$ cat src/hw/rtl/assert_macros.svh
// ----------------------------------------------------------------------------
// Assertion macros
// Shared concurrent assertion wrappers for the scalar estimator RTL.
// ----------------------------------------------------------------------------
`ifndef ASSERT_MACROS_SVH
`define ASSERT_MACROS_SVH

// Assertion that is switched off while the synchronous reset is high.
`define SKE_ASSERT_RST(lbl, clk, rst, prop, msg) \
  lbl: assert property (@(posedge clk) disable iff (rst) prop) else $error(msg);

// Assertion that is checked on every clock edge, reset included.
`define SKE_ASSERT_ALWAYS(lbl, clk, prop, msg) \
  lbl: assert property (@(posedge clk) prop) else $error(msg);

`endif

$ cat src/hw/rtl/ske_pkg.sv
`timescale 1ns / 1ps
// ----------------------------------------------------------------------------
// ske_pkg
// Shared types and constants of the scalar estimator: controller states,
// the command bundle to the datapath and the register indexes.
// ----------------------------------------------------------------------------
package ske_pkg;

  // Width of the register index on the configuration channel.
  localparam int CFG_IDX_W = 2;

  // Register indexes.
  localparam logic [CFG_IDX_W-1:0] CFG_START_ESTIMATE       = 2'd0;
  localparam logic [CFG_IDX_W-1:0] CFG_INITIAL_VARIANCE     = 2'd1;
  localparam logic [CFG_IDX_W-1:0] CFG_MEASUREMENT_VARIANCE = 2'd2;

  // Controller states.
  typedef enum logic [2:0] {
    SKE_ST_IDLE,
    SKE_ST_SETUP,
    SKE_ST_DIV,
    SKE_ST_PREP,
    SKE_ST_MUL,
    SKE_ST_FIN,
    SKE_ST_OUT
  } ske_state_t;

  // Commands from the controller to the datapath.
  typedef struct packed {
    logic accept;    // capture a request
    logic first;     // no request seen since reset: force a reload
    logic setup;     // form P+R and seed the divider
    logic div_step;  // one restoring division step
    logic prep;      // pick the gain and seed both multipliers
    logic mul_step;  // one shift-add step of both multipliers
    logic commit;    // write the new estimate and variance
    logic out_load;  // load the output register
  } ske_cmd_t;

endpackage

$ cat src/hw/rtl/ske_sample_if.sv
`timescale 1ns / 1ps
// ----------------------------------------------------------------------------
// ske_sample_if
// Measurement request channel: valid/ready plus measurement and restart flag.
// ----------------------------------------------------------------------------
interface ske_sample_if #(
  parameter int DATA_WIDTH = 32
);
  logic                         valid;
  logic                         ready;
  logic signed [DATA_WIDTH-1:0] measurement;
  logic                         restart;

  modport source (output valid, output measurement, output restart, input ready);
  modport sink   (input valid, input measurement, input restart, output ready);
endinterface

$ cat src/hw/rtl/ske_result_if.sv
`timescale 1ns / 1ps
// ----------------------------------------------------------------------------
// ske_result_if
// Result channel: valid/ready plus updated estimate and variance.
// ----------------------------------------------------------------------------
interface ske_result_if #(
  parameter int DATA_WIDTH = 32
);
  logic                         valid;
  logic                         ready;
  logic signed [DATA_WIDTH-1:0] estimate_out;
  logic        [DATA_WIDTH-1:0] variance_out;

  modport source (output valid, output estimate_out, output variance_out, input ready);
  modport sink   (input valid, input estimate_out, input variance_out, output ready);
endinterface

$ cat src/hw/rtl/ske_cfg_if.sv
`timescale 1ns / 1ps
// ----------------------------------------------------------------------------
// ske_cfg_if
// Configuration write channel: valid/ready plus register index and data.
// ----------------------------------------------------------------------------
interface ske_cfg_if #(
  parameter int DATA_WIDTH = 32
);
  logic                            valid;
  logic                            ready;
  logic [ske_pkg::CFG_IDX_W-1:0]   index;
  logic [DATA_WIDTH-1:0]           data;

  modport source (output valid, output index, output data, input ready);
  modport sink   (input valid, input index, input data, output ready);
endinterface

$ cat src/hw/rtl/scalar_kalman_estimator_top.sv
`timescale 1ns / 1ps
// ----------------------------------------------------------------------------
// scalar_kalman_estimator_top
// Scalar Kalman filter for a constant state in fixed point.
// ----------------------------------------------------------------------------
// Usage:
// - samples: one request per measurement (signed Q format) with a restart
//   flag. A restart, or the first request after reset, reloads estimate and
//   variance from the starting estimate and starting variance registers.
// - results: one result per request with the updated estimate (saturated)
//   and the updated error variance.
// - cfg: register writes (0 initial estimate, 1 initial variance,
//   2 measurement variance); always ready, unknown indexes are dropped.
//   Write only while no request is in flight.
// Flow: a request passes the setup step, the restoring gain divider (one
// quotient bit per cycle) and the shift-add multipliers for the estimate and
// variance updates, which run side by side, before the result loads into the
// output register. One request is processed at a time; the next is accepted
// in the cycle after the result loads.
// Reset (synchronous) empties the output register, zeroes the state and
// restores the register defaults. A stalled receiver holds the result; the
// next request is still processed and waits until the output is free.
// ----------------------------------------------------------------------------
module scalar_kalman_estimator_top #(
  parameter int DATA_WIDTH = 32,
  parameter int FRAC_BITS  = 16
) (
  input  logic         clk,
  input  logic         rst,
  ske_sample_if.sink   samples,
  ske_result_if.source results,
  ske_cfg_if.sink      cfg
);

  ske_pkg::ske_cmd_t cmd;
  logic [DATA_WIDTH-1:0] est_out;
  logic [DATA_WIDTH-1:0] var_out;

  // Configuration writes are taken in any cycle.
  assign cfg.ready = 1'b1;

  ske_controller #(
    .FRAC_BITS (FRAC_BITS)
  ) u_ctrl (
    .clk       (clk),
    .rst       (rst),
    .in_valid  (samples.valid),
    .in_ready  (samples.ready),
    .out_valid (results.valid),
    .out_ready (results.ready),
    .cmd       (cmd)
  );

  ske_datapath #(
    .DATA_WIDTH (DATA_WIDTH),
    .FRAC_BITS  (FRAC_BITS)
  ) u_dp (
    .clk          (clk),
    .rst          (rst),
    .cmd          (cmd),
    .cfg_we       (cfg.valid),
    .cfg_index    (cfg.index),
    .cfg_data     (cfg.data),
    .measurement  (samples.measurement),
    .restart      (samples.restart),
    .estimate_out (est_out),
    .variance_out (var_out)
  );

  assign results.estimate_out = est_out;
  assign results.variance_out = var_out;

endmodule

$ cat src/hw/rtl/ske_datapath.sv
`timescale 1ns / 1ps
// ----------------------------------------------------------------------------
// ske_datapath
// Configuration registers, filter state, restoring gain divider, two
// shift-add multipliers and the output register.
// ----------------------------------------------------------------------------
module ske_datapath #(
  parameter int DATA_WIDTH = 32,
  parameter int FRAC_BITS  = 16
) (
  input  logic                            clk,
  input  logic                            rst,
  input  ske_pkg::ske_cmd_t               cmd,
  input  logic                            cfg_we,
  input  logic [ske_pkg::CFG_IDX_W-1:0]   cfg_index,
  input  logic [DATA_WIDTH-1:0]           cfg_data,
  input  logic [DATA_WIDTH-1:0]           measurement,
  input  logic                            restart,
  output logic [DATA_WIDTH-1:0]           estimate_out,
  output logic [DATA_WIDTH-1:0]           variance_out
);

  localparam int DW = DATA_WIDTH;
  localparam int F  = FRAC_BITS;
  localparam int AW = DW + F + 2;   // estimate product accumulator
  localparam int VW = DW + F + 1;   // variance product accumulator

  localparam logic [F:0]    ONE_Q   = (F+1)'(1) << F;
  localparam logic [F-1:0]  K_MAX   = '1;
  localparam logic [DW-1:0] EST_MAX = {1'b0, {(DW-1){1'b1}}};
  localparam logic [DW-1:0] EST_MIN = {1'b1, {(DW-1){1'b0}}};

  // Configuration registers.
  logic [DW-1:0] init_est;
  logic [DW-1:0] init_var;
  logic [DW-1:0] meas_var;

  // Filter state and working registers.
  logic [DW-1:0] z;
  logic [DW-1:0] x;
  logic [DW-1:0] p;
  logic [DW:0]   sum;
  logic [DW:0]   rem;
  logic [F-1:0]  q;
  logic          gain_zero;
  logic          gain_sat;
  logic [DW:0]   mag;
  logic          neg;
  logic [F:0]    mk;
  logic [F:0]    mv;
  logic [AW-1:0] acc_d;
  logic [VW-1:0] acc_v;
  logic [DW-1:0] est_q;
  logic [DW-1:0] var_q;

  // Combinational helpers.
  logic [DW+2:0] div_diff;
  logic          div_ge;
  logic [F-1:0]  kval;
  logic [DW:0]   diff;
  logic [DW:0]   delta;
  logic [DW+1:0] sdelta;
  logic [DW+1:0] nx;
  logic [DW-1:0] x_next;

  // Configuration writes; indexes beyond the list are ignored.
  always_ff @(posedge clk) begin
    if (rst) begin
      init_est <= '0;
      init_var <= DW'(2 << F);
      meas_var <= DW'(9 << F);
    end else if (cfg_we) begin
      case (cfg_index)
        ske_pkg::CFG_START_ESTIMATE:       init_est <= cfg_data;
        ske_pkg::CFG_INITIAL_VARIANCE:     init_var <= cfg_data;
        ske_pkg::CFG_MEASUREMENT_VARIANCE: meas_var <= cfg_data;
        default: ;
      endcase
    end
  end

  // One restoring division step: shift the remainder and try to subtract.
  assign div_diff = {1'b0, rem, 1'b0} - {2'b00, sum};
  assign div_ge   = ~div_diff[DW+2];

  // Gain with the zero-sum and unit-gain special cases.
  always_comb begin
    if (gain_zero) begin
      kval = '0;
    end else if (gain_sat) begin
      kval = K_MAX;
    end else begin
      kval = q;
    end
  end

  // Innovation z - x, exact at one extra bit.
  assign diff = {z[DW-1], z} - {x[DW-1], x};

  // New estimate: truncated magnitude product with the sign put back, then
  // saturation to the signed data range.
  assign delta  = acc_d[F +: DW+1];
  assign sdelta = neg ? ((DW+2)'(0) - {1'b0, delta}) : {1'b0, delta};
  assign nx     = {x[DW-1], x[DW-1], x} + sdelta;

  always_comb begin
    if (nx[DW+1] != nx[DW] || nx[DW] != nx[DW-1]) begin
      x_next = nx[DW+1] ? EST_MIN : EST_MAX;
    end else begin
      x_next = nx[DW-1:0];
    end
  end

  // Filter state.
  always_ff @(posedge clk) begin
    if (rst) begin
      x <= '0;
      p <= '0;
    end else if (cmd.accept) begin
      if (restart || cmd.first) begin
        x <= init_est;
        p <= init_var;
      end
    end else if (cmd.commit) begin
      x <= x_next;
      p <= acc_v[F +: DW];
    end
  end

  // Working registers of the divider and multipliers.
  always_ff @(posedge clk) begin
    if (cmd.accept) begin
      z <= measurement;
    end
    if (cmd.setup) begin
      sum       <= {1'b0, p} + {1'b0, meas_var};
      rem       <= {1'b0, p};
      q         <= '0;
      gain_zero <= (p == '0) && (meas_var == '0);
      gain_sat  <= (meas_var == '0) && (p != '0);
    end
    if (cmd.div_step) begin
      rem <= div_ge ? div_diff[DW:0] : {rem[DW-1:0], 1'b0};
      q   <= {q[F-2:0], div_ge};
    end
    if (cmd.prep) begin
      neg   <= diff[DW];
      mag   <= diff[DW] ? ((DW+1)'(0) - diff) : diff;
      mk    <= {1'b0, kval};
      mv    <= ONE_Q - {1'b0, kval};
      acc_d <= '0;
      acc_v <= '0;
    end
    if (cmd.mul_step) begin
      acc_d <= {acc_d[AW-2:0], 1'b0} + (mk[F] ? AW'(mag) : AW'(0));
      acc_v <= {acc_v[VW-2:0], 1'b0} + (mv[F] ? VW'(p) : VW'(0));
      mk    <= {mk[F-1:0], 1'b0};
      mv    <= {mv[F-1:0], 1'b0};
    end
    if (cmd.out_load) begin
      est_q <= x;
      var_q <= p;
    end
  end

  assign estimate_out = est_q;
  assign variance_out = var_q;

endmodule

$ cat src/hw/rtl/ske_controller.sv
`timescale 1ns / 1ps
// ----------------------------------------------------------------------------
// ske_controller
// Sequencer of the estimator: accepts a request, steps the divider and the
// multipliers, and hands the result to the output register.
// ----------------------------------------------------------------------------
`include "assert_macros.svh"

module ske_controller #(
  parameter int FRAC_BITS = 16
) (
  input  logic              clk,
  input  logic              rst,
  input  logic              in_valid,
  output logic              in_ready,
  output logic              out_valid,
  input  logic              out_ready,
  output ske_pkg::ske_cmd_t cmd
);

  localparam int CNT_W = $clog2(FRAC_BITS + 1);

  ske_pkg::ske_state_t state;
  ske_pkg::ske_state_t state_next;
  logic [CNT_W-1:0]    cnt;
  logic                primed;
  logic                accept;

  assign in_ready = (state == ske_pkg::SKE_ST_IDLE);
  assign accept   = in_valid && in_ready;

  // Next state.
  always_comb begin
    state_next = state;
    case (state)
      ske_pkg::SKE_ST_IDLE:  if (in_valid) state_next = ske_pkg::SKE_ST_SETUP;
      ske_pkg::SKE_ST_SETUP: state_next = ske_pkg::SKE_ST_DIV;
      ske_pkg::SKE_ST_DIV: begin
        if (cnt == CNT_W'(FRAC_BITS - 1)) state_next = ske_pkg::SKE_ST_PREP;
      end
      ske_pkg::SKE_ST_PREP:  state_next = ske_pkg::SKE_ST_MUL;
      ske_pkg::SKE_ST_MUL: begin
        if (cnt == CNT_W'(FRAC_BITS)) state_next = ske_pkg::SKE_ST_FIN;
      end
      ske_pkg::SKE_ST_FIN:   state_next = ske_pkg::SKE_ST_OUT;
      ske_pkg::SKE_ST_OUT: begin
        if (!out_valid || out_ready) state_next = ske_pkg::SKE_ST_IDLE;
      end
      default:               state_next = ske_pkg::SKE_ST_IDLE;
    endcase
  end

  // Datapath commands.
  always_comb begin
    cmd          = '0;
    cmd.accept   = accept;
    cmd.first    = !primed;
    cmd.setup    = (state == ske_pkg::SKE_ST_SETUP);
    cmd.div_step = (state == ske_pkg::SKE_ST_DIV);
    cmd.prep     = (state == ske_pkg::SKE_ST_PREP);
    cmd.mul_step = (state == ske_pkg::SKE_ST_MUL);
    cmd.commit   = (state == ske_pkg::SKE_ST_FIN);
    cmd.out_load = (state == ske_pkg::SKE_ST_OUT) && (!out_valid || out_ready);
  end

  // State, primed flag and output valid.
  always_ff @(posedge clk) begin
    if (rst) begin
      state     <= ske_pkg::SKE_ST_IDLE;
      primed    <= 1'b0;
      out_valid <= 1'b0;
    end else begin
      state <= state_next;
      if (accept) begin
        primed <= 1'b1;
      end
      if (cmd.out_load) begin
        out_valid <= 1'b1;
      end else if (out_ready) begin
        out_valid <= 1'b0;
      end
    end
  end

  // Step counter for the divider and multiplier loops.
  always_ff @(posedge clk) begin
    if (rst) begin
      cnt <= '0;
    end else if (state_next != state) begin
      cnt <= '0;
    end else if (state == ske_pkg::SKE_ST_DIV || state == ske_pkg::SKE_ST_MUL) begin
      cnt <= cnt + CNT_W'(1);
    end
  end

  `SKE_ASSERT_RST(a_accept_to_setup, clk, rst, accept |=> (state == ske_pkg::SKE_ST_SETUP), "accepted request did not start the divider setup")
  `SKE_ASSERT_RST(a_accept_primes, clk, rst, accept |=> primed, "primed flag not set after a request")
  `SKE_ASSERT_RST(a_no_overwrite, clk, rst, (cmd.out_load && out_valid) |-> out_ready, "output register overwritten before delivery")
  `SKE_ASSERT_RST(a_div_bound, clk, rst, (state == ske_pkg::SKE_ST_DIV) |-> (cnt < CNT_W'(FRAC_BITS)), "divider ran past the fraction width")
  `SKE_ASSERT_ALWAYS(a_reset_clears_valid, clk, rst |=> !out_valid, "output valid not cleared by reset")

endmodule
$ cat src/flat_wrapper.sv
// flat-port wrapper written by rule: the top's interface ports become plain ports
module scalar_kalman_estimator_top_flat 
#(
  parameter int DATA_WIDTH = 32,
  parameter int FRAC_BITS  = 16
)
  (clk, rst, samples_valid, samples_measurement, samples_restart, samples_ready, results_valid, results_estimate_out, results_variance_out, results_ready, cfg_valid, cfg_index, cfg_data, cfg_ready);
  ske_sample_if #(.DATA_WIDTH(DATA_WIDTH)) samples_i ();
  ske_result_if #(.DATA_WIDTH(DATA_WIDTH)) results_i ();
  ske_cfg_if #(.DATA_WIDTH(DATA_WIDTH)) cfg_i ();
  input  logic clk;
  input  logic rst;
  input wire logic [$bits(samples_i.valid)-1:0] samples_valid;
  input wire logic [$bits(samples_i.measurement)-1:0] samples_measurement;
  input wire logic [$bits(samples_i.restart)-1:0] samples_restart;
  output wire logic [$bits(samples_i.ready)-1:0] samples_ready;
  output wire logic [$bits(results_i.valid)-1:0] results_valid;
  output wire logic [$bits(results_i.estimate_out)-1:0] results_estimate_out;
  output wire logic [$bits(results_i.variance_out)-1:0] results_variance_out;
  input wire logic [$bits(results_i.ready)-1:0] results_ready;
  input wire logic [$bits(cfg_i.valid)-1:0] cfg_valid;
  input wire logic [$bits(cfg_i.index)-1:0] cfg_index;
  input wire logic [$bits(cfg_i.data)-1:0] cfg_data;
  output wire logic [$bits(cfg_i.ready)-1:0] cfg_ready;
  assign samples_i.valid = samples_valid;
  assign samples_i.measurement = samples_measurement;
  assign samples_i.restart = samples_restart;
  assign samples_ready = samples_i.ready;
  assign results_valid = results_i.valid;
  assign results_estimate_out = results_i.estimate_out;
  assign results_variance_out = results_i.variance_out;
  assign results_i.ready = results_ready;
  assign cfg_i.valid = cfg_valid;
  assign cfg_i.index = cfg_index;
  assign cfg_i.data = cfg_data;
  assign cfg_ready = cfg_i.ready;
  scalar_kalman_estimator_top #(.DATA_WIDTH(DATA_WIDTH), .FRAC_BITS(FRAC_BITS)) u_core (.clk(clk), .rst(rst), .samples(samples_i), .results(results_i), .cfg(cfg_i));
endmodule
$ cat config.mk
export PLATFORM = sky130hd
export DESIGN_NAME = scalar_kalman_estimator_top_flat
export DESIGN_NICKNAME = d
export VERILOG_FILES = /design/src/hw/rtl/ske_pkg.sv /design/src/hw/rtl/ske_sample_if.sv /design/src/hw/rtl/ske_result_if.sv /design/src/hw/rtl/ske_cfg_if.sv /design/src/hw/rtl/scalar_kalman_estimator_top.sv /design/src/hw/rtl/ske_datapath.sv /design/src/hw/rtl/ske_controller.sv /design/src/flat_wrapper.sv
export VERILOG_INCLUDE_DIRS = /design/src /design/src/hw/rtl
export SDC_FILE = /design/constraint.sdc
export NUM_CORES = 1
export LEC_CHECK = 0
export ABC_AREA = 0
export BUFFER_PORTS_ARGS = -buffer_cell sky130_fd_sc_hd__buf_4
export CAP_MARGIN = 20
export CORE_UTILIZATION = 28
export CTS_CLUSTER_SIZE = 8
export DETAILED_ROUTE_END_ITERATION = 16
export SLEW_MARGIN = 20
export SYNTH_ARGS = -nofsm -noshare
export SYNTH_HDL_FRONTEND = slang
export SYNTH_SLANG_ARGS = --single-unit
$ cat constraint.sdc
create_clock -name clk -period 6.3 [get_ports clk]
set_clock_uncertainty 0.15 [all_clocks]
set_input_delay 0.945 -clock clk [delete_from_list [all_inputs] [get_ports clk]]
set_output_delay 0.945 -clock clk [all_outputs]
set_load 0.02 [all_outputs]
==> flow_summary.rst <==
.. list-table::
   :header-rows: 1

   * - Metric
     - Value
   * - Final clock period utilization by the worst path
     - roughly nine tenths
   * - Number of enable flip-flop cells after synthesis
     - around 340
   * - Y dimension of the die
     - approximately 340 um
   * - Maximum fanout encountered on the critical timing path
     - 15
   * - Max Freq
     - between 150 and 200 MHz
   * - Final sum of negative setup slack
     - 0 ps
   * - Signed area change from the synthesized netlist to the final layout
     - 15.5%
   * - Primary flip-flop cell chosen by synthesis mapping
     - sky130_fd_sc_hd__edfxtp_1
   * - Hold violation total from the final report
     - 0
   * - Most common cell after layout, fill and taps aside
     - sky130_fd_sc_hd__nand2_1
   * - Avg Inst Size Synth
     - approximately 9 um2
   * - DRC violations left
     - 0
   * - Unique masters post-synth
     - 90
   * - Met1 global-route usage
     - about 22%
   * - Post-synthesis instance area
     - approximately 32000 um2
   * - Crit path required time
     - 6650 ps
   * - Ratio of total power to cell area
     - ~280 nW/um2
   * - Number of flip-flops and latches in the synthesized netlist
     - just over 500
   * - Buffers inserted by post-CTS timing repair
     - 0
   * - Worst Reg-to-Reg Cells
     - 19
   * - Number of cells on the worst hold path
     - 2
   * - Global routing usage summed across all routing layers
     - around 16%
   * - Cell type with the highest occurrence count on the critical path
     - sky130_fd_sc_hd__o21ai_0
   * - Crit path max-delay cell type
     - sky130_fd_sc_hd__o31ai_1
   * - Max-Cap Viols
     - 0
   * - Estimated wirelength of the detail-placed design
     - 70600 um
   * - Synthesized net count
     - approximately 3800
   * - Clk sink count
     - slightly above 500
   * - Clock latency reported for the late side of the worst-skew pair
     - 640 ps
   * - R2r endpoint
     - u_core.u_dp.x[9]$_SDFFE_PP0P_
   * - Wire length of the first global-routing pass
     - approximately 150000 um
   * - LEAKAGE
     - 13.9 nW
   * - Clock Pin Slew Worst Setup and Hold Paths
     - 60 ps
   * - Number of design-rule violations left by the first detailed-router iteration
     - about 2200
   * - Worst slew slack as a fraction of its limit
     - 27.0%
   * - Startpoint of the worst hold path
     - u_core.u_dp.init_var[12]$_SDFFE_PP0P_
   * - Post-synthesis sequential area ratio
     - a little over two fifths
   * - Hold worst-path end
     - u_core.u_dp.p[12]$_SDFFE_PP0P_
   * - Instance area at placement
     - approximately 34000 um2
   * - Length of the first detailed-routing pass in iterations
     - 5
   * - Tightest Pin Transition
     - between 1000 and 1500 ps
   * - Minimum clock period
     - ~5800 ps
   * - Critical path's largest stage delay
     - about 850 ps
   * - Core utilization of the finished layout
     - between 30% and 40%
   * - Crit start category
     - flip-flop
   * - RSZ-0062 raised after global routing
     - false
   * - Drt via density
     - roughly 5.2
   * - VDD IR-drop max
     - ~0.00017 V
   * - Worst min-delay path category
     - flip-flop to flip-flop
   * - Average wire length per cell after detail routing
     - between 15 and 20 um
   * - Clock tree root driver cell
     - sky130_fd_sc_hd__clkbuf_16
   * - Reg-to-reg setup timing slack
     - ~520 ps
   * - Total number of yosys warnings
     - 0
   * - Leading cell types in the layout, fill and taps excluded
     - 500 x sky130_fd_sc_hd__nand2_1, 343 x sky130_fd_sc_hd__edfxtp_1, 333 x sky130_fd_sc_hd__a21oi_1, 263 x sky130_fd_sc_hd__nor2_1, 242 x sky130_fd_sc_hd__o21ai_0
   * - Proportion of synthesized flip-flops having asynchronous set or reset
     - 0%
   * - Met2 demand-to-capacity share in global routing
     - between 20% and 30%
   * - Number of buffers created by CTS
     - 75
   * - Overall die area
     - about 110000 um2
   * - CP cell instances
     - or3_1 -> or4_1 -> inv_1 -> nand2_1 -> or3_1 -> o21ai_0 -> xnor2_1 -> ha_1 -> a21oi_1 -> o21ai_0 -> a31o_2 -> a31oi_1 -> o21ai_0 -> o31ai_1 -> o31ai_2 -> buf_4 -> buf_4 -> a41oi_1 -> o21ai_0
   * - Crit Path Category
     - flip-flop to flip-flop
   * - Buffers on Ports
     - 137
   * - Met3 global-route usage
     - 3.21%
   * - Routability-driven placement congestion ratio
     - 0.893
   * - Largest net degree at the start of global routing
     - between 80 and 90
   * - Most Used Layer, Global Route
     - met2
   * - IO Count
     - 139
   * - Clock tree from TritonCTS
     - done
   * - Floorplan die width
     - about 340 um
   * - Post-layout instance area
     - ~37000 um2
   * - Share of final-layout standard cells stronger than drive strength 1
     - slightly below 9%
   * - Number of pins with negative max-slew slack in the final report
     - 0
   * - Row cnt
     - ~120
   * - Fin nets
     - around 3900
   * - Cell count after synthesis
     - about 3500
   * - Drt total wl
     - approximately 97000 um
   * - Arrival time of data at the critical path endpoint
     - 6120 ps
   * - Worst reg2reg startpoint
     - u_core.u_dp.acc_d[21]$_SDFFCE_PN0P_
   * - Initial Utilization
     - between 20% and 30%
   * - Final count of negative-setup-slack endpoints
     - 0
   * - Count of nets left with antenna violations after detail routing
     - 0
   * - Maximum level of the CTS H-tree
     - 3
   * - Number of global-route vias before repair
     - roughly 25000
   * - Total core area
     - 112000 um2
   * - Overall via count from detail_route
     - between 20000 and 30000
   * - Type of destination of the critical path
     - flip-flop
   * - Status
     - finished, final reports clean
   * - Maximum buffer depth of the clock tree
     - 3
   * - Initial antenna violation count
     - 4
   * - Total overflow reported by the global router
     - 0
-- worst max path at each step --
stage | from | to | slack, ps
after global routing | u_core.u_dp.acc_d[21]$_SDFFCE_PN0P_ | u_core.u_dp.x[2]$_SDFFE_PP0P_ | 40
after floorplan | u_core.u_dp.acc_d[21]$_SDFFCE_PN0P_ | u_core.u_dp.x[19]$_SDFFE_PP0P_ | 1160
final | u_core.u_dp.acc_d[21]$_SDFFCE_PN0P_ | u_core.u_dp.x[9]$_SDFFE_PP0P_ | 520
after detailed placement | u_core.u_dp.acc_d[21]$_SDFFCE_PN0P_ | u_core.u_dp.x[27]$_SDFFE_PP0P_ | 440
after global placement | u_core.u_dp.acc_d[21]$_SDFFCE_PN0P_ | u_core.u_dp.x[6]$_SDFFE_PP0P_ | 500
after CTS | u_core.u_dp.acc_d[21]$_SDFFCE_PN0P_ | u_core.u_dp.x[0]$_SDFFE_PP0P_ | 370
-- where the power goes --
part	leakage (nW)	internal (mW)	switching (mW)	total (mW)
clock network	1.06	2.28	1.59	3.87
registers	4.58	3.85	0.226	4.07
logic	8.30	0.856	1.36	2.21
total	13.9	6.98	3.17	10.2
-- cell families (layout without fill, tap and decap cells) --
kind of cell | Yosys count | after routing | share of synthesized area (%)
buffers and inverters | 305 | 451 | 3.71
other | 1 | 2 | 0.0118
multiplexers | 15 | 15 | 0.476
adder cells (fa/ha/maj) | 204 | 204 | 8.17
flip-flops | 514 | 514 | 43.2
AO/OA/AOI/OAI | 1005 | 1006 | 19.9
AND/OR/NAND/NOR | 1260 | 1260 | 18.6
XOR/XNOR | 217 | 217 | 5.98
-- cell usage after synthesis (all sizes together), types with 22 or more instances --
library cell,number,area (um2)
o31ai,32,259
a21oi,335,1680
inv,140,526
nand4,30,188
or3,27,169
nor3,74,370
a31oi,30,188
o211ai,23,183
dfxtp,171,3420
ha,198,2480
and3,53,332
a21o,79,593
nand2,504,1890
nand2b,31,194
nor2,266,998
edfxtp,343,10300
nand3,76,380
nor2b,24,150
clkbuf,142,534
xnor2,144,1260
a311oi,38,333
o21ai,250,1250
buf,22,115
a211oi,24,180
and2,77,482
nor4,40,280
xor2,73,639
o21a,45,338
-- critical path: cells and delay by family, from the launching register on --
family | cells | cell delay (ps)
compound gates | 10 | 2600
xor+xnor | 1 | 190
fa+ha+maj | 1 | 340
buf+inv | 3 | 460
flops | 1 | 460
simple gates | 4 | 1420
-- cell type report --
class	count	area, um2
clock inverters	8	121
flip-flops and latches	514	13700
well taps	1500	1880
multi-input cells	2703	17000
diodes	1	2.50
fillers	11500	75800
inverters	141	529
repair buffers	178	1370
clock buffers	124	2100
-- metrics by stage --
stage | hold slack [ps] | power (mW) | worst slack (ps) | std cells
3_5_place_dp | 297 | 6.31 | 441 | 5035
6_report | 299 | 10.2 | 524 | 5169
3_3_place_gp | 290 | 6.29 | 503 | 5034
2_1_floorplan | 283 | 5.67 | 1160 | 3521
5_1_grt | 310 | 10.6 | 41.3 | 5168
4_1_cts | 289 | 10.2 | 373 | 5167
-- what timing repair did --
action | CTS | global route
setup endpoints to repair | 0 | 17
hold buffers | 0 | 0
gates resized for setup | 0 | 2
-- layer usage --
| metal | up-vias | wire length, um |
|---|---|---|
| met3 | 172 | 6380 |
| met1 | 12800 | 43900 |
| met4 | 6 | 3240 |
| li1 | 13000 | - |
| met2 | 791 | 43400 |
| met5 | - | 42 |
-- state kept, by name (all words and copies together) (netlist names), 3 cells and up --
signal,cells
u_core.u_dp.acc_v,48
u_core.u_dp.init_var,32
u_core.u_dp.estimate_out,32
u_core.u_dp.z,32
u_core.u_dp.sum,33
u_core.u_dp.meas_var,32
u_core.u_dp.init_est,32
u_core.u_dp.q,16
u_core.u_dp.p,32
u_core.u_dp.acc_d,49
u_core.u_dp.variance_out,32
u_core.u_ctrl.state,3
u_core.u_dp.mv,16
u_core.u_dp.mk,17
u_core.u_ctrl.cnt,5
u_core.u_dp.mag,33
u_core.u_dp.x,32
u_core.u_dp.rem,33
Power figures use the tool's default switching activity.
